## config.mk

```make
export PLATFORM = sky130hd
export DESIGN_NAME = ignition_trip_state_machine_flat
export DESIGN_NICKNAME = d
export VERILOG_FILES = /design/src/hw/rtl/itsm_pkg.sv /design/src/hw/rtl/itsm_if.sv /design/src/hw/rtl/itsm_cfg_regs.sv /design/src/hw/rtl/itsm_core.sv /design/src/hw/rtl/itsm_out_buf.sv /design/src/hw/rtl/ignition_trip_state_machine.sv /design/src/flat_wrapper.sv
export SDC_FILE = /design/constraint.sdc
export NUM_CORES = 1
export LEC_CHECK = 0
export BUFFER_PORTS_ARGS = -buffer_cell sky130_fd_sc_hd__buf_2
export CORE_MARGIN = 2
export CORE_UTILIZATION = 30
export CTS_BUF_LIST = sky130_fd_sc_hd__clkbuf_16
export CTS_CLUSTER_SIZE = 25
export DETAILED_ROUTE_END_ITERATION = 10
export GPL_TIMING_DRIVEN = 1
export HOLD_SLACK_MARGIN = 0.15
export SETUP_SLACK_MARGIN = 0.05
export SLEW_MARGIN = 20
export SYNTH_ARGS = -nofsm -noshare
export SYNTH_HDL_FRONTEND = slang
export SYNTH_SLANG_ARGS = --single-unit
```

## constraint.sdc

```tcl
create_clock -name clk -period 5.03 [get_ports clk]
set_input_delay 1.509 -clock clk [delete_from_list [all_inputs] [get_ports clk]]
set_output_delay 1.509 -clock clk [all_outputs]
set_load 0.1 [all_outputs]
```

## src/hw/rtl/itsm_pkg.sv

```systemverilog
`timescale 1ns / 1ps
`default_nettype none
// ----------------------------------------------------------------------------
// itsm_pkg: trip tracker shared types and codes
// Input kinds, report codes, trip states, register indexes and structs.
// ----------------------------------------------------------------------------
package itsm_pkg;

  localparam int CFG_DATA_W = 24;
  localparam int CFG_IDX_W  = 3;

  typedef enum logic [1:0] {
    FUNC_RPM   = 2'd0,
    FUNC_SPEED = 2'd1,
    FUNC_TICK  = 2'd2,
    FUNC_NONE  = 2'd3
  } func_t;

  typedef enum logic [2:0] {
    REP_IGN_ON   = 3'd0,
    REP_IGN_OFF  = 3'd1,
    REP_START    = 3'd2,
    REP_STOP     = 3'd3,
    REP_PERIODIC = 3'd4
  } report_t;

  localparam logic [1:0] TRIP_IDLE    = 2'd0;
  localparam logic [1:0] TRIP_IGN_ON  = 2'd1;
  localparam logic [1:0] TRIP_MOVING  = 2'd2;
  localparam logic [1:0] TRIP_STOPPED = 2'd3;

  localparam logic [CFG_IDX_W-1:0] REG_LAUNCH_SPEED = 3'd0;
  localparam logic [CFG_IDX_W-1:0] REG_START_TIME   = 3'd1;
  localparam logic [CFG_IDX_W-1:0] REG_RPM_QUAL     = 3'd2;
  localparam logic [CFG_IDX_W-1:0] REG_STOP_SPEED   = 3'd3;
  localparam logic [CFG_IDX_W-1:0] REG_STOP_TIME    = 3'd4;
  localparam logic [CFG_IDX_W-1:0] REG_REPORT_PER   = 3'd5;

  typedef enum logic [3:0] {
    MODE_IDLE    = 4'b0001,
    MODE_IGN_ON  = 4'b0010,
    MODE_MOVING  = 4'b0100,
    MODE_STOPPED = 4'b1000
  } mode_t;

  typedef struct packed {
    logic [9:0]  launch_speed;
    logic [15:0] start_time;
    logic [15:0] rpm_qualify_time;
    logic [9:0]  stop_speed;
    logic [15:0] stop_time;
    logic [23:0] report_period;
  } itsm_cfg_t;

  typedef struct packed {
    logic [2:0] report_code;
    logic [1:0] trip_state;
  } itsm_result_t;

  function automatic logic [1:0] mode_code(mode_t m);
    logic [1:0] c;
    case (m)
      MODE_IDLE:    c = TRIP_IDLE;
      MODE_IGN_ON:  c = TRIP_IGN_ON;
      MODE_MOVING:  c = TRIP_MOVING;
      MODE_STOPPED: c = TRIP_STOPPED;
      default:      c = TRIP_IDLE;
    endcase
    return c;
  endfunction

endpackage
`default_nettype wire

```

## src/hw/rtl/itsm_if.sv

```systemverilog
`timescale 1ns / 1ps
`default_nettype none
// ----------------------------------------------------------------------------
// itsm_if: trip tracker channels
// Sample channel (rpm, speed, tick) and report channel, valid/ready.
// ----------------------------------------------------------------------------
interface itsm_in_if;
  logic        valid;
  logic        ready;
  logic [1:0]  func;
  logic [13:0] rpm_value;
  logic [9:0]  speed_value;

  modport source (output valid, func, rpm_value, speed_value, input ready);
  modport sink (input valid, func, rpm_value, speed_value, output ready);
endinterface

interface itsm_out_if;
  logic       valid;
  logic       ready;
  logic [2:0] report_code;
  logic [1:0] trip_state;

  modport source (output valid, report_code, trip_state, input ready);
  modport sink (input valid, report_code, trip_state, output ready);
endinterface
`default_nettype wire

```

## src/hw/rtl/itsm_cfg_regs.sv

```systemverilog
`timescale 1ns / 1ps
`default_nettype none
// ----------------------------------------------------------------------------
// itsm_cfg_regs: configuration registers
// Write-only register file for thresholds, qualify times and report period.
// ----------------------------------------------------------------------------
module itsm_cfg_regs
  import itsm_pkg::*;
(
  input  wire logic                  clk,
  input  wire logic                  rst,
  input  wire logic                  cfg_wr_en,
  input  wire logic [CFG_IDX_W-1:0]  cfg_index,
  input  wire logic [CFG_DATA_W-1:0] cfg_wr_data,
  output itsm_cfg_t                  cfg
);

  always_ff @(posedge clk) begin
    if (rst) begin
      cfg.launch_speed     <= 10'd10;
      cfg.start_time       <= 16'd5000;
      cfg.rpm_qualify_time <= 16'd3000;
      cfg.stop_speed       <= 10'd5;
      cfg.stop_time        <= 16'd60000;
      cfg.report_period    <= 24'd60000;
    end else if (cfg_wr_en) begin
      case (cfg_index)
        REG_LAUNCH_SPEED: cfg.launch_speed     <= cfg_wr_data[9:0];
        REG_START_TIME:   cfg.start_time       <= cfg_wr_data[15:0];
        REG_RPM_QUAL:     cfg.rpm_qualify_time <= cfg_wr_data[15:0];
        REG_STOP_SPEED:   cfg.stop_speed       <= cfg_wr_data[9:0];
        REG_STOP_TIME:    cfg.stop_time        <= cfg_wr_data[15:0];
        REG_REPORT_PER:   cfg.report_period    <= cfg_wr_data;
        default: ;
      endcase
    end
  end

endmodule
`default_nettype wire

```

## src/hw/rtl/itsm_core.sv

```systemverilog
`timescale 1ns / 1ps
`default_nettype none
// ----------------------------------------------------------------------------
// itsm_core: trip state and countdowns
// One-pass update of mode, qualification and timers per accepted word.
// ----------------------------------------------------------------------------
module itsm_core
  import itsm_pkg::*;
(
  input  wire logic        clk,
  input  wire logic        rst,
  input  wire itsm_cfg_t   cfg,
  input  wire logic        accept,
  input  wire logic [1:0]  func,
  input  wire logic [13:0] rpm_value,
  input  wire logic [9:0]  speed_value,
  output logic             push,
  output itsm_result_t     res
);

  mode_t       mode, mode_next;
  logic        qualifying, qualifying_next;
  logic [15:0] rpm_countdown, rpm_countdown_next;
  logic [15:0] speed_countdown, speed_countdown_next;
  logic [23:0] report_countdown, report_countdown_next;
  logic        report_running, report_running_next;

  logic        q_act, q_cond, q_speed, fire;
  logic [15:0] q_load, q_cnt;
  logic [2:0]  code;

  always_comb begin
    q_act   = 1'b0;
    q_cond  = 1'b0;
    q_speed = 1'b0;
    q_load  = cfg.rpm_qualify_time;
    case (func_t'(func))
      FUNC_RPM: begin
        if (mode == MODE_IDLE) begin
          q_act  = 1'b1;
          q_cond = (rpm_value != 14'd0);
        end else if (mode == MODE_IGN_ON || mode == MODE_STOPPED) begin
          q_act  = 1'b1;
          q_cond = (rpm_value == 14'd0);
        end
      end
      FUNC_SPEED: begin
        q_speed = 1'b1;
        if (mode == MODE_IGN_ON || mode == MODE_STOPPED) begin
          q_act  = 1'b1;
          q_cond = (speed_value > cfg.launch_speed);
          q_load = cfg.start_time;
        end else if (mode == MODE_MOVING) begin
          q_act  = 1'b1;
          q_cond = (speed_value < cfg.stop_speed);
          q_load = cfg.stop_time;
        end
      end
      default: ;
    endcase
  end

  assign q_cnt = q_speed ? speed_countdown : rpm_countdown;

  always_comb begin
    mode_next             = mode;
    qualifying_next       = qualifying;
    rpm_countdown_next    = rpm_countdown;
    speed_countdown_next  = speed_countdown;
    report_countdown_next = report_countdown;
    report_running_next   = report_running;
    fire                  = 1'b0;
    push                  = 1'b0;
    code                  = REP_IGN_ON;

    if (func_t'(func) == FUNC_TICK) begin
      if (rpm_countdown != 16'd0) rpm_countdown_next = rpm_countdown - 16'd1;
      if (speed_countdown != 16'd0) speed_countdown_next = speed_countdown - 16'd1;
      if (report_running) begin
        if (report_countdown <= 24'd1) begin
          report_countdown_next = cfg.report_period;
          code = REP_PERIODIC;
          push = accept;
        end else begin
          report_countdown_next = report_countdown - 24'd1;
        end
      end
    end else if (q_act) begin
      if (q_cond) begin
        if (!qualifying) begin
          qualifying_next = 1'b1;
          if (q_speed) speed_countdown_next = q_load;
          else rpm_countdown_next = q_load;
        end else if (q_cnt == 16'd0) begin
          qualifying_next = 1'b0;
          fire = 1'b1;
        end
      end else begin
        qualifying_next = 1'b0;
        if (q_speed) speed_countdown_next = 16'd0;
        else rpm_countdown_next = 16'd0;
      end
    end

    if (fire) begin
      push = accept;
      if (!q_speed) begin
        if (mode == MODE_IDLE) begin
          mode_next = MODE_IGN_ON;
          code      = REP_IGN_ON;
        end else begin
          mode_next = MODE_IDLE;
          code      = REP_IGN_OFF;
        end
      end else if (mode == MODE_MOVING) begin
        mode_next           = MODE_STOPPED;
        code                = REP_STOP;
        report_running_next = 1'b0;
      end else begin
        mode_next             = MODE_MOVING;
        code                  = REP_START;
        report_running_next   = 1'b1;
        report_countdown_next = cfg.report_period;
      end
    end

    res.report_code = code;
    res.trip_state  = mode_code(mode_next);
  end

  always_ff @(posedge clk) begin
    if (rst) begin
      mode             <= MODE_IDLE;
      qualifying       <= 1'b0;
      rpm_countdown    <= 16'd0;
      speed_countdown  <= 16'd0;
      report_countdown <= 24'd0;
      report_running   <= 1'b0;
    end else if (accept) begin
      mode             <= mode_next;
      qualifying       <= qualifying_next;
      rpm_countdown    <= rpm_countdown_next;
      speed_countdown  <= speed_countdown_next;
      report_countdown <= report_countdown_next;
      report_running   <= report_running_next;
    end
  end

endmodule
`default_nettype wire

```

## src/hw/rtl/itsm_out_buf.sv

```systemverilog
`timescale 1ns / 1ps
`default_nettype none
// ----------------------------------------------------------------------------
// itsm_out_buf: report output register with skid stage
// Holds up to two report words so the sample side keeps running.
// ----------------------------------------------------------------------------
module itsm_out_buf
  import itsm_pkg::*;
(
  input  wire logic         clk,
  input  wire logic         rst,
  input  wire logic         push,
  input  wire itsm_result_t res,
  output logic              space,
  itsm_out_if.source        result
);

  logic         main_valid;
  itsm_result_t main_data;
  logic         skid_valid;
  itsm_result_t skid_data;
  logic         out_fire;

  assign out_fire           = main_valid && result.ready;
  assign space              = !skid_valid;
  assign result.valid       = main_valid;
  assign result.report_code = main_data.report_code;
  assign result.trip_state  = main_data.trip_state;

  always_ff @(posedge clk) begin
    if (rst) begin
      main_valid <= 1'b0;
      skid_valid <= 1'b0;
    end else if (skid_valid) begin
      if (out_fire) begin
        main_data  <= skid_data;
        skid_valid <= 1'b0;
      end
    end else if (push) begin
      if (!main_valid || out_fire) begin
        main_data  <= res;
        main_valid <= 1'b1;
      end else begin
        skid_data  <= res;
        skid_valid <= 1'b1;
      end
    end else if (out_fire) begin
      main_valid <= 1'b0;
    end
  end

endmodule
`default_nettype wire

```

## src/hw/rtl/ignition_trip_state_machine.sv

```systemverilog
`timescale 1ns / 1ps
`default_nettype none
// ----------------------------------------------------------------------------
// ignition_trip_state_machine: vehicle trip tracker
// Tracks idle / ignition on / moving / stopped from rpm, speed and ms ticks.
//
// Usage:
//   item   - sample words: func selects rpm sample, speed sample or 1 ms tick.
//   result - report words (report code, trip state after the change);
//            a word produces at most one report.
//   cfg_*  - write-only registers (thresholds, qualify times, report
//            period); write only while the block is idle.
// Timing: one word accepted per cycle while item.ready is high. A report
//   is registered into the output register, or into the skid entry if
//   that is still full. State update is a single registered pass per word.
// Stall: a two-entry output stage (register plus skid) absorbs reports;
//   item.ready drops only while both entries are full.
// Reset: rst (synchronous) returns to idle with all countdowns cleared,
//   registers at their defaults and the output stage empty.
// ----------------------------------------------------------------------------
module ignition_trip_state_machine
  import itsm_pkg::*;
(
  input  wire logic                  clk,
  input  wire logic                  rst,
  itsm_in_if.sink                    item,
  itsm_out_if.source                 result,
  input  wire logic                  cfg_wr_en,
  input  wire logic [CFG_IDX_W-1:0]  cfg_index,
  input  wire logic [CFG_DATA_W-1:0] cfg_wr_data
);

  itsm_cfg_t    cfg;
  itsm_result_t res;
  logic         push;
  logic         space;
  logic         accept;

  assign item.ready = space;
  assign accept     = item.valid && space;

  itsm_cfg_regs u_cfg (
    .clk         (clk),
    .rst         (rst),
    .cfg_wr_en   (cfg_wr_en),
    .cfg_index   (cfg_index),
    .cfg_wr_data (cfg_wr_data),
    .cfg         (cfg)
  );

  itsm_core u_core (
    .clk         (clk),
    .rst         (rst),
    .cfg         (cfg),
    .accept      (accept),
    .func        (item.func),
    .rpm_value   (item.rpm_value),
    .speed_value (item.speed_value),
    .push        (push),
    .res         (res)
  );

  itsm_out_buf u_out (
    .clk    (clk),
    .rst    (rst),
    .push   (push),
    .res    (res),
    .space  (space),
    .result (result)
  );

`ifndef SYNTHESIS
  a_skid_needs_main: assert property (@(posedge clk) disable iff (rst)
    !item.ready |-> result.valid)
    else $error("skid full while output register empty");

  a_start_is_moving: assert property (@(posedge clk) disable iff (rst)
    (result.valid && result.report_code == REP_START) |-> result.trip_state == TRIP_MOVING)
    else $error("start report without moving state");

  a_off_is_idle: assert property (@(posedge clk) disable iff (rst)
    (result.valid && result.report_code == REP_IGN_OFF) |-> result.trip_state == TRIP_IDLE)
    else $error("ignition off report without idle state");

  a_no_push_when_idle: assert property (@(posedge clk) disable iff (rst)
    push |-> accept)
    else $error("report pushed without accepted word");
`endif

endmodule
`default_nettype wire
```

## src/flat_wrapper.sv

```systemverilog
// flat-port wrapper written by rule: the top's interface ports become plain ports
module ignition_trip_state_machine_flat import itsm_pkg::*;
  (clk, rst, cfg_wr_en, cfg_index, cfg_wr_data, item_valid, item_func, item_rpm_value, item_speed_value, item_ready, result_valid, result_report_code, result_trip_state, result_ready);
  itsm_in_if item_i ();
  itsm_out_if result_i ();
  input  wire logic clk;
  input  wire logic rst;
  input  wire logic cfg_wr_en;
  input  wire logic [CFG_IDX_W-1:0] cfg_index;
  input  wire logic [CFG_DATA_W-1:0] cfg_wr_data;
  input wire logic [$bits(item_i.valid)-1:0] item_valid;
  input wire logic [$bits(item_i.func)-1:0] item_func;
  input wire logic [$bits(item_i.rpm_value)-1:0] item_rpm_value;
  input wire logic [$bits(item_i.speed_value)-1:0] item_speed_value;
  output wire logic [$bits(item_i.ready)-1:0] item_ready;
  output wire logic [$bits(result_i.valid)-1:0] result_valid;
  output wire logic [$bits(result_i.report_code)-1:0] result_report_code;
  output wire logic [$bits(result_i.trip_state)-1:0] result_trip_state;
  input wire logic [$bits(result_i.ready)-1:0] result_ready;
  assign item_i.valid = item_valid;
  assign item_i.func = item_func;
  assign item_i.rpm_value = item_rpm_value;
  assign item_i.speed_value = item_speed_value;
  assign item_ready = item_i.ready;
  assign result_valid = result_i.valid;
  assign result_report_code = result_i.report_code;
  assign result_trip_state = result_i.trip_state;
  assign result_i.ready = result_ready;
  ignition_trip_state_machine u_core (.clk(clk), .rst(rst), .item(item_i), .result(result_i), .cfg_wr_en(cfg_wr_en), .cfg_index(cfg_index), .cfg_wr_data(cfg_wr_data));
endmodule
```

* After elaboration in Yosys (flattened, before gate mapping)
Index checks and enable logic that the tools add are counted.
** Word-level totals
- Word-level logic and storage cells :: 150
- Register bits after elaboration :: 166
- Bits of input ports :: 58
- Output and inout bits :: 7
** Cells by class
- Bitwise gates (word level) :: 4
- Magnitude comparators :: 3
- Reductions and logical operators :: 31
- Eq/ne operators :: 20
- $add $sub $neg :: 3
- Mux-type cells :: 71
** Operators by type and width (count)
- $mux 16 :: 18
- $mux 24 :: 6
- $reduce_bool 16->1 :: 2
- $sub 16x1->16 const B :: 2
- $mux 1 :: 31
- $le 24x1->1 const B :: 1
- $sub 24x1->24 const B :: 1
- $mux 5 :: 4
- $logic_not 16->1 :: 1
- $mux 3 :: 5
- $logic_not 14->1 :: 1
- $reduce_bool 14->1 :: 1
- $mux 4 :: 3
- $reduce_and 2->1 :: 6
- $gt 10x10->1 :: 1
- $lt 10x10->1 :: 1
- $ne 2x1->1 const B :: 5
- $reduce_and 5->1 :: 2
- $reduce_bool 2->1 :: 5
- $reduce_and 3->1 :: 3
- $eq 4x2->1 const B :: 2
- $eq 4x3->1 const B :: 2
- $eq 4x4->1 const B :: 2
- $reduce_and 4->1 :: 2
- 16 further kinds :: 25

* Longest topological paths before layout
Gate-level depths: netlist of run 1.
- Depth after elaboration :: 15
- Gate-level depth with buffers :: 11
- Gate-level depth less buffers :: 9

* Modules after synthesis
A second synthesis of run 1 with hierarchy kept.
** Second synthesis, totals
- Cells, all modules :: 1089
- Area, all modules :: 9470.3 um^2
** By module, submodules not included
- itsm_core :: area each 5230.0 um^2, instances 1, cells an instance 705
- itsm_cfg_regs :: area each 3739.8 um^2, instances 1, cells an instance 354
- itsm_out_buf :: area each 494.2 um^2, instances 1, cells an instance 29
- ignition_trip_state_machine :: area each 6.3 um^2, instances 1, cells an instance 1

* Worst setup path before layout of run 1
Ideal clock, no wire load.
- Path type :: input port to flip-flop
- Start :: in item_speed_value[9]
- End :: reg u_core.u_out.skid_data[0] (netlist bit) (enable)
- Required time :: 4.647 ns
- Stages :: 8
- Data arrival time :: 3.749 ns
- Path slack :: 0.897 ns
- Cell sequence :: ha_1 -> and4_1 -> a221oi_1 -> o211ai_1 -> a2bb2oi_1 -> a211oi_4 -> nor2_1 -> nor4b_1
** On the way
- Cells in the longest elaborated chain, start to end :: 9
- Elaborated cells on any way between the ends :: 10
- Classes of those cells :: order compare: 2; mux: 7; reduce/logical: 1
** RTL lines
- start, declared :: line flat_wrapper.sv:14 : input wire logic [$bits(item_i.speed_value)-1:0] item_speed_value;
- $lt 10x10->1 :: line itsm_core.sv:55 : q_cond = (speed_value < cfg.stop_speed);
- $mux 1 :: line itsm_core.sv:53 : end else if (mode == MODE_MOVING) begin
- $mux 1 * :: line itsm_core.sv:49 : if (mode == MODE_IGN_ON || mode == MODE_STOPPED) begin
- $pmux 1 s2 * :: line itsm_core.sv:37 : case (func_t'(func))
- $mux 1 * :: line itsm_core.sv:89 : if (q_cond) begin
- $mux 1 * :: line itsm_core.sv:88 : end else if (q_act) begin
- $mux 1 * :: line itsm_core.sv:76 : if (func_t'(func) == FUNC_TICK) begin
- $mux 1 * :: line itsm_core.sv:105 : if (fire) begin
- $reduce_and 4->1 (no source line) *
- end signal, assigned :: line itsm_out_buf.sv:44 : skid_data <= res;
- end, declared :: line itsm_out_buf.sv:21 : itsm_result_t skid_data;
Every way passes the cells marked *; elsewhere a longest branch is shown, timed or not.
A chain may end at the register's enable or synchronous reset.

* Worst setup path in the final report of run 1
- Start :: in item_func[1]
- End :: reg u_core.u_out.skid_data[3] (netlist bit) (enable)
** On the way
- Cells in the longest elaborated chain, start to end :: 11
- Elaborated cells on any way between the ends :: 16
- Classes of those cells :: eq/ne: 2; mux: 11; reduce/logical: 3
** RTL lines
- start, declared :: line flat_wrapper.sv:12 : input wire logic [$bits(item_i.func)-1:0] item_func;
- $eq 2x1->1 :: line itsm_core.sv:37
- $mux 1 :: line itsm_core.sv:37
- $mux 16 :: line itsm_core.sv:63 : assign q_cnt = q_speed ? speed_countdown : rpm_countdown;
- $logic_not 16->1 :: line itsm_core.sv:94 : end else if (q_cnt == 16'd0) begin
- $mux 1 :: line itsm_core.sv:94
- $mux 1 :: line itsm_core.sv:90 : if (!qualifying) begin
- $mux 1 :: line itsm_core.sv:89
- $mux 1 :: line itsm_core.sv:88
- $mux 1 :: line itsm_core.sv:76
- $mux 1 * :: line itsm_core.sv:105
- $reduce_and 4->1 (no source line) *
Marked as above.

==> results of run 1 <==
-- worst max path at each step --
stage | cells past startpoint | slack [ns] | startpoint | to
floorplan | 8 | 0.90 | item_speed_value[9] | u_core.u_out.skid_data[0]
global placement | 9 | 0.46 | item_func[1] | u_core.u_out.skid_data[2]
detailed placement | 9 | 0.48 | item_func[1] | u_core.u_out.skid_data[3]
CTS | 9 | 0.93 | item_func[1] | u_core.u_out.skid_data[3]
global route | 9 | 0.69 | item_func[1] | u_core.u_out.skid_data[3]
finish | 9 | 0.91 | item_func[1] | u_core.u_out.skid_data[3]
-- cells in the final DEF, fill, tap and decap left out, drive strengths merged, types with 4 or more instances in the layout --
master  count
nand2     234
dfxtp     156
a21oi     143
buf        84
o21ai      68
nor3       49
inv        49
nand3      47
nor2       45
o211ai     31
ha         23
nor4       18
clkbuf     17
o221ai     16
o22a       15
or3        14
a211oi     12
edfxtp     10
o31ai       9
a221oi      9
o22ai       8
and3        8
and2        7
nand2b      6
or4         6
nand4       5
o41ai       5
or2         5
clkinv      5
nor3b       4
mux2i       4
nor2b       4
mux2        4
a21boi      4
-- worst max-delay path: stages --
cell and delay [ns]:
buf_2 0.15, nand2b_1 0.31, nor2_1 0.47, o211ai_1 0.23, a2bb2oi_2 0.24, a211oi_4 0.49
nor2_1 0.10, nor4b_1 0.54, buf_4 0.23
-- cell type report --
cell class	instances	area share [%]
sequential	166	34.5
clock inverter	15	1.91
inverter	42	1.59
timing repair buffer	84	4.76
tap	384	4.84
multi-input combinational	842	48.2
clock buffer	17	4.28
-- power by group through the flow --
stage | sequential [mW] | combinational (mW) | clock [mW]
after global routing | 1.38 | 0.355 | 1.46
after floorplan | 1.40 | 0.208 | 0
after global placement | 1.40 | 0.311 | 0
after CTS | 1.37 | 0.317 | 1.40
after detailed placement | 1.40 | 0.315 | 0
final | 1.37 | 0.319 | 1.38
-- flip-flops by register name (all words and copies together) (netlist names) --
signal / cells
u_core.u_core.report_countdown: 24
u_core.u_core.rpm_countdown: 16
u_core.u_core.report_running: 1
u_core.u_cfg.cfg: 92
u_core.u_core.qualifying: 1
u_core.u_out.skid_valid: 1
u_core.u_core.speed_countdown: 16
u_core.u_out.skid_data: 5
u_core.u_out.result.valid: 1
u_core.u_core.mode: 4
u_core.u_out.result.report_code: 3
u_core.u_out.result.trip_state: 2
-- cells in the mapped netlist (3+ instances only) --
cell	instances
a211oi_1	11
mux2i_1	4
a21oi_1	143
nor2b_1	4
or3_1	14
o21ai_0	48
and3_1	8
nor2_1	45
nand4_1	5
ha_1	23
o41ai_1	5
or4_1	4
clkbuf_1	72
a221oi_1	8
o32ai_1	3
inv_1	42
nor3b_1	4
o221ai_1	16
edfxtp_1	10
nor4_1	16
and4_1	3
nand2_1	234
dfxtp_1	156
o21a_1	3
nand3_1	47
buf_2	5
and2_1	7
o21ai_1	19
nor3_1	48
o311ai_0	3
o22ai_1	8
o31ai_1	9
o211ai_1	31
o22a_1	15
nand2b_1	6
or2_2	3
a21boi_1	3
-- kinds of logic after synthesis --
group | Yosys count | synth area share (%)
AOI/OAI and AO/OA | 350 | 25.9
xor gates and xnor gates | 2 | 0.203
adders and majority gates | 23 | 3.33
buffers and inverters | 121 | 5.37
DFF | 166 | 39.6
muxes | 8 | 1.03
and+or+nand+nor | 459 | 24.5
-- routing by layer --
metal	track usage, %	vias to the layer above
met1	25.2	3946
met5	0	-
li1	-	4125
met2	26.0	260
met4	6.83	0
met3	2.57	34
==> flow_metrics.tcl, run 1 <==
set metrics [dict create \
    grt_pass1_vias 7767 \
    diodes 0 \
    worstMarginPinSlew_ns 1.02 \
    synth_ff_type "dfxtp_1" \
    leakagePower_nw 3.52 \
    ir_drop_uv 215 \
    hold_viol 0 \
    yosys-top-cells-area "dfxtp_1, nand2_1, a21oi_1" \
    synth_seq_cells 166 \
    grt_pass1_wl_um 42800 \
    cts_tree "done" \
    fp-row-count 62 \
    dr_wl_met3_um 1420 \
    status "finished clean" \
    slew_headroom_pct 32.3 \
    yosysTopAreaCell "dfxtp_1" \
    die_y_um 174 \
    holdWs_ns 0.454 \
    pre_cts_slack_ns 0.481 \
    grt-ovfl-total 0 \
    route.detailed.drc 0 \
    synth_warnings 0 \
    period_needed_ns 4.12 \
    rr_worst_depth 8 \
    fin_area_sq_um 9930 \
    end_kind "register" \
    ctsHtreeMaxLevel 4 \
    clock_power_share_pct 44.9 \
    port_buffers 64 \
    finalNonFillerCells 1550 \
    dpl-instance-area_sq_um 9320 \
    p_seq_share_pct 44.7 \
    ys_types 70 \
    hold_start "u_core.u_cfg.cfg[88]" \
    die-area_sq_um 30200 \
    clk_pin_slew_worst_paths_ns 0.07 \
    whs_path_depth 2 \
    die_w_um 174 \
    vias_per_cell 5.40 \
    seq_area_sq_um 3420 \
    p_sw_share_pct 26.7 \
    first_iter_violations 824 \
    p_per_area_nw_per_um2 310 \
    clock-sinks 166 \
    grt_max_degree 86 \
    io_pins 65 \
    clk_latency_ns 0.43 \
    wl_met2_um 11200 \
    syn_inst 1129 \
    start_kind "primary input" \
    dp_cells 1518 \
    rrSetupSlack_ns 1.03 \
    yosys.area.top_type_share_pct 36.2 \
    drtPass1Iterations 5 \
    cts_setup_buffers 0 \
    ys_seq_area_share_pct 39.6 \
    setup_violations 0 \
    hpwlAfterDp_um 17800 \
    power_mw 3.08 \
    finalSetupTns_ns 0 \
    final_nets 1234 \
    fill_cells 3075 \
    area_growth_pct 15.0 \
    timing.rr.start "u_core.u_core.mode[3]" \
    hp-class "reg2reg" \
    post-route-period-util_pct 82.0 \
    skew_ns 0.00946 \
    grt_setup_unrepaired "false" \
    initial_utilization_pct 30.3 \
    combinationalPowerShare_pct 10.4 \
    wl_per_cell_um 16.9 \
    ant_nets 0 \
    drt-met1-wl_um 12800 \
    syn_area_sq_um 8640 \
    maxCapViolCount 0 \
    synth_edf_count 10 \
    root_buffer "clkbuf_16" \
    worstSetupPathType "in2reg" \
    hold_buffers 0 \
    async_flop_share_pct 0 \
    drive_gt1_share_pct 12.2 \
    fmax_ghz 0.243 \
    ctsResizeCount 0 \
    grt_antenna_before_repair 0 \
    drv_slew 0 \
    grt_usage_pct 17.4 \
    cts_buffers 17 \
    whs_endpoint "u_core.u_cfg.cfg[88]" \
    r2r_end "u_core.u_out.skid_data[3]" \
    syn_nets 1210 \
    setup_ws_ns 0.907 \
    top_layer "met4" \
    multi_input_area_sq_um 4780 \
    cp_data_arrival_time_ns 4.27 \
    clk_path_buf_depth 2 \
    place.gp.congestion 0.837 \
    num_vias 8365 \
    drt_wl_total_um 26200 \
    critPathRequiredTime_ns 5.18 \
    core_sq_um 28500 \
    crit_fanout 10 \
    power.switching_mw 0.822 \
    syn_area_per_cell_sq_um 7.65 \
    final_util_pct 34.8 \
    p_int_mw 2.25 \
]
Power figures use the tool's default switching activity.
==> run 2: changes to the inputs <==
==> constraint.sdc (replaced) <==
create_clock -name clk -period 3.7 [get_ports clk]
set_input_delay 1.11 -clock clk [delete_from_list [all_inputs] [get_ports clk]]
set_output_delay 1.11 -clock clk [all_outputs]
set_load 0.1 [all_outputs]
==> run 2 against run 1 <==
Sequential power up 36%; combinational power grew 43%; sequential cell count unchanged; non-clock buffer count is 35 higher; via count is 2.3% higher; critical path type unchanged; largest power group is now sequential cells; highest routed layer unchanged.
==> flow_metrics.tcl, run 2 (same netlist as run 1, synthesis figures left out) <==
set metrics [dict create \
    wl_per_cell_um 16.6 \
    setup_ws_ns 0.300 \
    final_cell_mix "nand2_1, dfxtp_1, a21oi_1" \
    ir_drop_uv 304 \
    p_per_area_nw_per_um2 401 \
    cp_data_arrival_time_ns 3.55 \
    hp-class "reg2reg" \
    vias_per_cell 5.40 \
    drive_gt1_share_pct 14.7 \
    crit_fanout 10 \
    worst-path-buf-inv 2 \
    worstMarginPinSlew_ns 0.794 \
    drtPass1Iterations 5 \
    max_stage_delay_ns 0.49 \
    maxCapViolCount 0 \
    critPathRequiredTime_ns 3.85 \
    clk_path_buf_depth 2 \
    dp_cells 1553 \
    cts_setup_buffers 0 \
    grt_max_degree 125 \
    final_nets 1269 \
    ant_nets 0 \
    die_w_um 174 \
    diodes 0 \
    route.detailed.drc 0 \
    cp.depth 10 \
    post-route-period-util_pct 91.9 \
    root_buffer "clkbuf_16" \
    fp-row-count 62 \
    start_kind "primary input" \
    grt_antenna_before_repair 0 \
    mostFrequentLayoutCell "nand2_1" \
    first_iter_violations 917 \
    top_regs "u_core.u_cfg.cfg (92), u_core.u_core.report_countdown (24)" \
    top_register "u_core.u_cfg.cfg" \
    skew_ns 0.00804 \
    critical-path-top-delay-family "compound AO/OA/AOI/OAI gates" \
    final_util_pct 35.8 \
    status "finished clean" \
    io_pins 65 \
    place.gp.congestion 0.835 \
    grt_pass1_vias 7687 \
    hold_buffers 0 \
    slew_headroom_pct 46.9 \
    pre_cts_slack_ns -0.254 \
    period_needed_ns 3.40 \
    worstSetupPathType "in2reg" \
    die_y_um 174 \
    port_buffers 64 \
    largest_register_ffs 92 \
    area_growth_pct 18.2 \
    cts_tree "done" \
    cts_buffers 17 \
    leakagePower_nw 3.70 \
    hold_viol 0 \
    clk_latency_ns 0.43 \
    slowest_stage "a211oi_4" \
    cp-endpoint "u_core.u_out.result.trip_state[0]" \
    clk_pin_slew_worst_paths_ns 0.07 \
    hpwlAfterDp_um 18000 \
    die-area_sq_um 30200 \
    initial_utilization_pct 30.3 \
    grt_pass1_wl_um 42700 \
    crit_chain "buf_2, ha_1, and4_1, a221oi_1, o211ai_1, a2bb2oi_2, a211oi_4, o21ai_1, a221oi_2, buf_4" \
    core_sq_um 28500 \
    timing.rr.start "u_core.u_core.rpm_countdown[8]" \
    finalNonFillerCells 1585 \
    num_vias 8561 \
    ctsHtreeMaxLevel 4 \
    end_kind "register" \
    grt_setup_unrepaired "false" \
    fmax_ghz 0.294 \
    rrSetupSlack_ns 0.34 \
    drv_slew 0 \
    clock-sinks 166 \
    r2r_end "u_core.u_out.result.trip_state[0]" \
    grt_usage_pct 17.5 \
    grt-ovfl-total 0 \
    startpoint "item_speed_value[9]" \
    drt_wl_total_um 26300 \
    rr_worst_depth 8 \
    setup_violations 0 \
]
-- run 2: worst min path at each step --
stage	start	to	slack, ns	cells after the start
floorplan	u_core.u_cfg.cfg[20]	u_core.u_cfg.cfg[20]	0.43	2
global placement	u_core.u_cfg.cfg[65]	u_core.u_cfg.cfg[65]	0.44	2
detailed placement	u_core.u_cfg.cfg[63]	u_core.u_cfg.cfg[63]	0.45	2
CTS	u_core.u_cfg.cfg[63]	u_core.u_cfg.cfg[63]	0.45	2
global route	u_core.u_cfg.cfg[79]	u_core.u_cfg.cfg[79]	0.47	2
finish	u_core.u_cfg.cfg[50]	u_core.u_cfg.cfg[50]	0.46	2
-- run 2: metal layers --
layer	GRT usage, %	routed length [um]
met1	25.4	12900
met2	25.9	11400
met3	2.70	1390
met4	6.44	668
met5	0	0
-- run 2: worst min-delay path, cell delays in order (launching register included) --
cell     delay [ns]
dfxtp_1        0.31
nand2_1        0.05
a21oi_1        0.05
-- run 2: report_power, final --
part / switching (mW) / leakage [nW] / internal [mW]
clock: 0.771 / 0.287 / 0.998
sequential: 0.0282 / 1.35 / 1.84
combinational: 0.296 / 2.06 / 0.160
-- run 2: area by class of cell --
cell class | count | area, sq um
timing repair buffer | 119 | 773
sequential | 166 | 3420
inverter | 42 | 158
multi-input combinational | 842 | 4790
fill | 3018 | 18300
clock inverter | 15 | 155
clock buffer | 17 | 425
tap | 384 | 480
-- run 2: through the flow --
stage | hold WS (ns) | power, mW | TNS, ns | cell area [sq um]
floorplan | 0.433 | 2.18 | 0 | 8640
global placement | 0.442 | 2.35 | -4.58 | 9620
finish | 0.457 | 4.09 | 0 | 10200
CTS | 0.455 | 4.12 | 0 | 10200
detailed placement | 0.446 | 2.36 | -6.36 | 9620
global route | 0.474 | 4.27 | 0 | 10200
-- run 2: repair_timing --
item                                    CTS  global route
endpoints found under the setup margin    0             6
resized for setup                         0             1
endpoints found under the hold margin     0             0
==> run 3: changes to the inputs <==
==> constraint.sdc (replaced) <==
create_clock -name clk -period 3.8 [get_ports clk]
set_input_delay 1.14 -clock clk [delete_from_list [all_inputs] [get_ports clk]]
set_output_delay 1.14 -clock clk [all_outputs]
set_load 0.1 [all_outputs]
==> run 3 against run 2 <==
Sequential power down 3%; clock power about the same; count of clock-buffer cells in the layout is the same; sequential cell count stayed put; hold slack got worse by 0.0015 ns; die area did not move; critical path depth did not move; setup slack better by 0.061 ns; first-iteration DRC count fell by 12%; core utilization is 0.19 points lower; power shrank 1.0%; non-clock buffer count fell by 8.
==> flow_metrics.tcl, run 3 (same netlist as run 1, synthesis figures left out) <==
set metrics [dict create \
    top_regs "u_core.u_cfg.cfg (92), u_core.u_core.report_countdown (24)" \
    final_cell_mix "nand2_1, dfxtp_1, a21oi_1" \
    status "finished clean" \
    grt_antenna_before_repair 0 \
    die-area_sq_um 30200 \
    fp-row-count 62 \
    cts_setup_buffers 0 \
    place.gp.congestion 0.804 \
    ant_nets 0 \
    critPathRequiredTime_ns 3.95 \
    largest_register_ffs 92 \
    dpl-instance-area_sq_um 9560 \
    final_util_pct 35.6 \
    io_pins 65 \
    ctsResizeCount 0 \
    grt_pass1_wl_um 42500 \
    drive_gt1_share_pct 13.5 \
    multi_input_area_sq_um 4790 \
    port_buffers 64 \
    die_y_um 174 \
    skew_ns 0.0156 \
    power_mw 4.05 \
    p_int_mw 3.02 \
    top_register "u_core.u_cfg.cfg" \
    maxCapViolCount 0 \
    drtPass1Iterations 5 \
    pre_cts_slack_ns -0.0813 \
    crit_fanout 10 \
    p_per_area_nw_per_um2 399 \
    ir_drop_uv 284 \
    setup_violations 0 \
    hp-class "reg2reg" \
    fin_area_sq_um 10200 \
    slew_headroom_pct 37.0 \
    root_buffer "clkbuf_16" \
    grt_pass1_vias 7944 \
    setup_ws_ns 0.360 \
    post-route-period-util_pct 90.5 \
    grt_setup_unrepaired "false" \
    hold_viol 0 \
    clock-sinks 166 \
    slowest_stage "a211oi_4" \
    grt_max_degree 72 \
    wl_per_cell_um 16.6 \
    clock_power_share_pct 44.4 \
    num_vias 8455 \
    diodes 0 \
    cts_buffers 17 \
    area_growth_pct 17.6 \
    core_sq_um 28500 \
    mostFrequentLayoutCell "nand2_1" \
    worstMarginPinSlew_ns 0.945 \
    crit_chain "buf_2, ha_1, and4_1, a221oi_1, o211ai_1, a2bb2oi_2, a211oi_4, o21ai_1, a221oi_2, buf_4" \
    cts_tree "done" \
    ctsHtreeMaxLevel 4 \
    p_sw_share_pct 25.4 \
    start_kind "primary input" \
    combinationalPowerShare_pct 10.6 \
    clk_pin_slew_worst_paths_ns 0.06 \
    initial_utilization_pct 30.3 \
    cp_data_arrival_time_ns 3.59 \
    worstSetupPathType "in2reg" \
    grt_usage_pct 17.4 \
    period_needed_ns 3.44 \
    hold_buffers 0 \
    clk_latency_ns 0.44 \
    leakagePower_nw 3.66 \
    final_nets 1261 \
    end_kind "register" \
    holdWs_ns 0.455 \
    die_w_um 174 \
    clk_path_buf_depth 2 \
    max_stage_delay_ns 0.48 \
    grt-ovfl-total 0 \
    fill_cells 3036 \
    p_seq_share_pct 44.9 \
    first_iter_violations 808 \
    hpwlAfterDp_um 17900 \
    fmax_ghz 0.291 \
    drt_wl_total_um 26200 \
    drv_slew 0 \
    seq_area_sq_um 3420 \
    power.switching_mw 1.03 \
    vias_per_cell 5.36 \
    route.detailed.drc 0 \
]
-- run 3: cell types whose count changed in the layout (fill, tap and decap cells not counted), moves of 2 or more --
cell	before	now
inv_6	2	0
clkinv_2	3	1
clkinv_4	3	1
bufinv_16	2	4
clkinv_1	0	5
buf_4	53	45
-- run 3: worst paths after layout --
path / start / end / slack (ns) / cells past startpoint
worst max-delay path: item_speed_value[9] / u_core.u_out.result.report_code[2] / 0.36 / 10
worst min-delay path: u_core.u_cfg.cfg[45] / u_core.u_cfg.cfg[45] / 0.46 / 2
worst max register to register: u_core.u_core.rpm_countdown[8] / u_core.u_out.result.report_code[2] / 0.43 / 8
worst min register to register: u_core.u_cfg.cfg[45] / u_core.u_cfg.cfg[45] / 0.46 / 2
-- run 3: routing by layer --
metal | up-vias | track usage, % | routed length [um] | part of all wire, %
li1 | 4174 | - | - | -
met1 | 4017 | 24.9 | 12700 | 48
met2 | 245 | 27.0 | 11800 | 45
met3 | 19 | 2.79 | 1360 | 5.2
met4 | 0 | 5.25 | 404 | 1.5
met5 | - | 0 | 0 | 0
-- run 3: layout make-up --
cell class | instances | share of cell area (%)
multi-input combinational | 842 | 47.1
sequential | 166 | 33.7
timing repair buffer | 111 | 7.02
tap | 384 | 4.73
clock buffer | 17 | 4.19
clock inverter | 14 | 1.65
inverter | 42 | 1.55
-- run 3: worst max-delay path, delay by kind of cell --
family / cells / cell delay [ns]
buffers and inverters: 2 / 0.30
AND/OR/NAND/NOR: 1 / 0.23
adder cells (fa/ha/maj): 1 / 0.31
AO/OA/AOI/OAI: 6 / 1.61
-- run 3: metrics by stage --
step / cells / TNS, ns
finish: 1576 / 0
global route: 1576 / 0
CTS: 1576 / 0
detailed placement: 1545 / -0.664
global placement: 1545 / 0
floorplan: 1129 / 0
-- run 3: power groups by stage --
stage / logic, mW / registers [mW] / clock network [mW]
6_report: 0.431 / 1.82 / 1.80
2_1_floorplan: 0.275 / 1.85 / 0
3_5_place_dp: 0.428 / 1.86 / 0
3_3_place_gp: 0.425 / 1.86 / 0
4_1_cts: 0.430 / 1.82 / 1.81
5_1_grt: 0.480 / 1.82 / 1.90
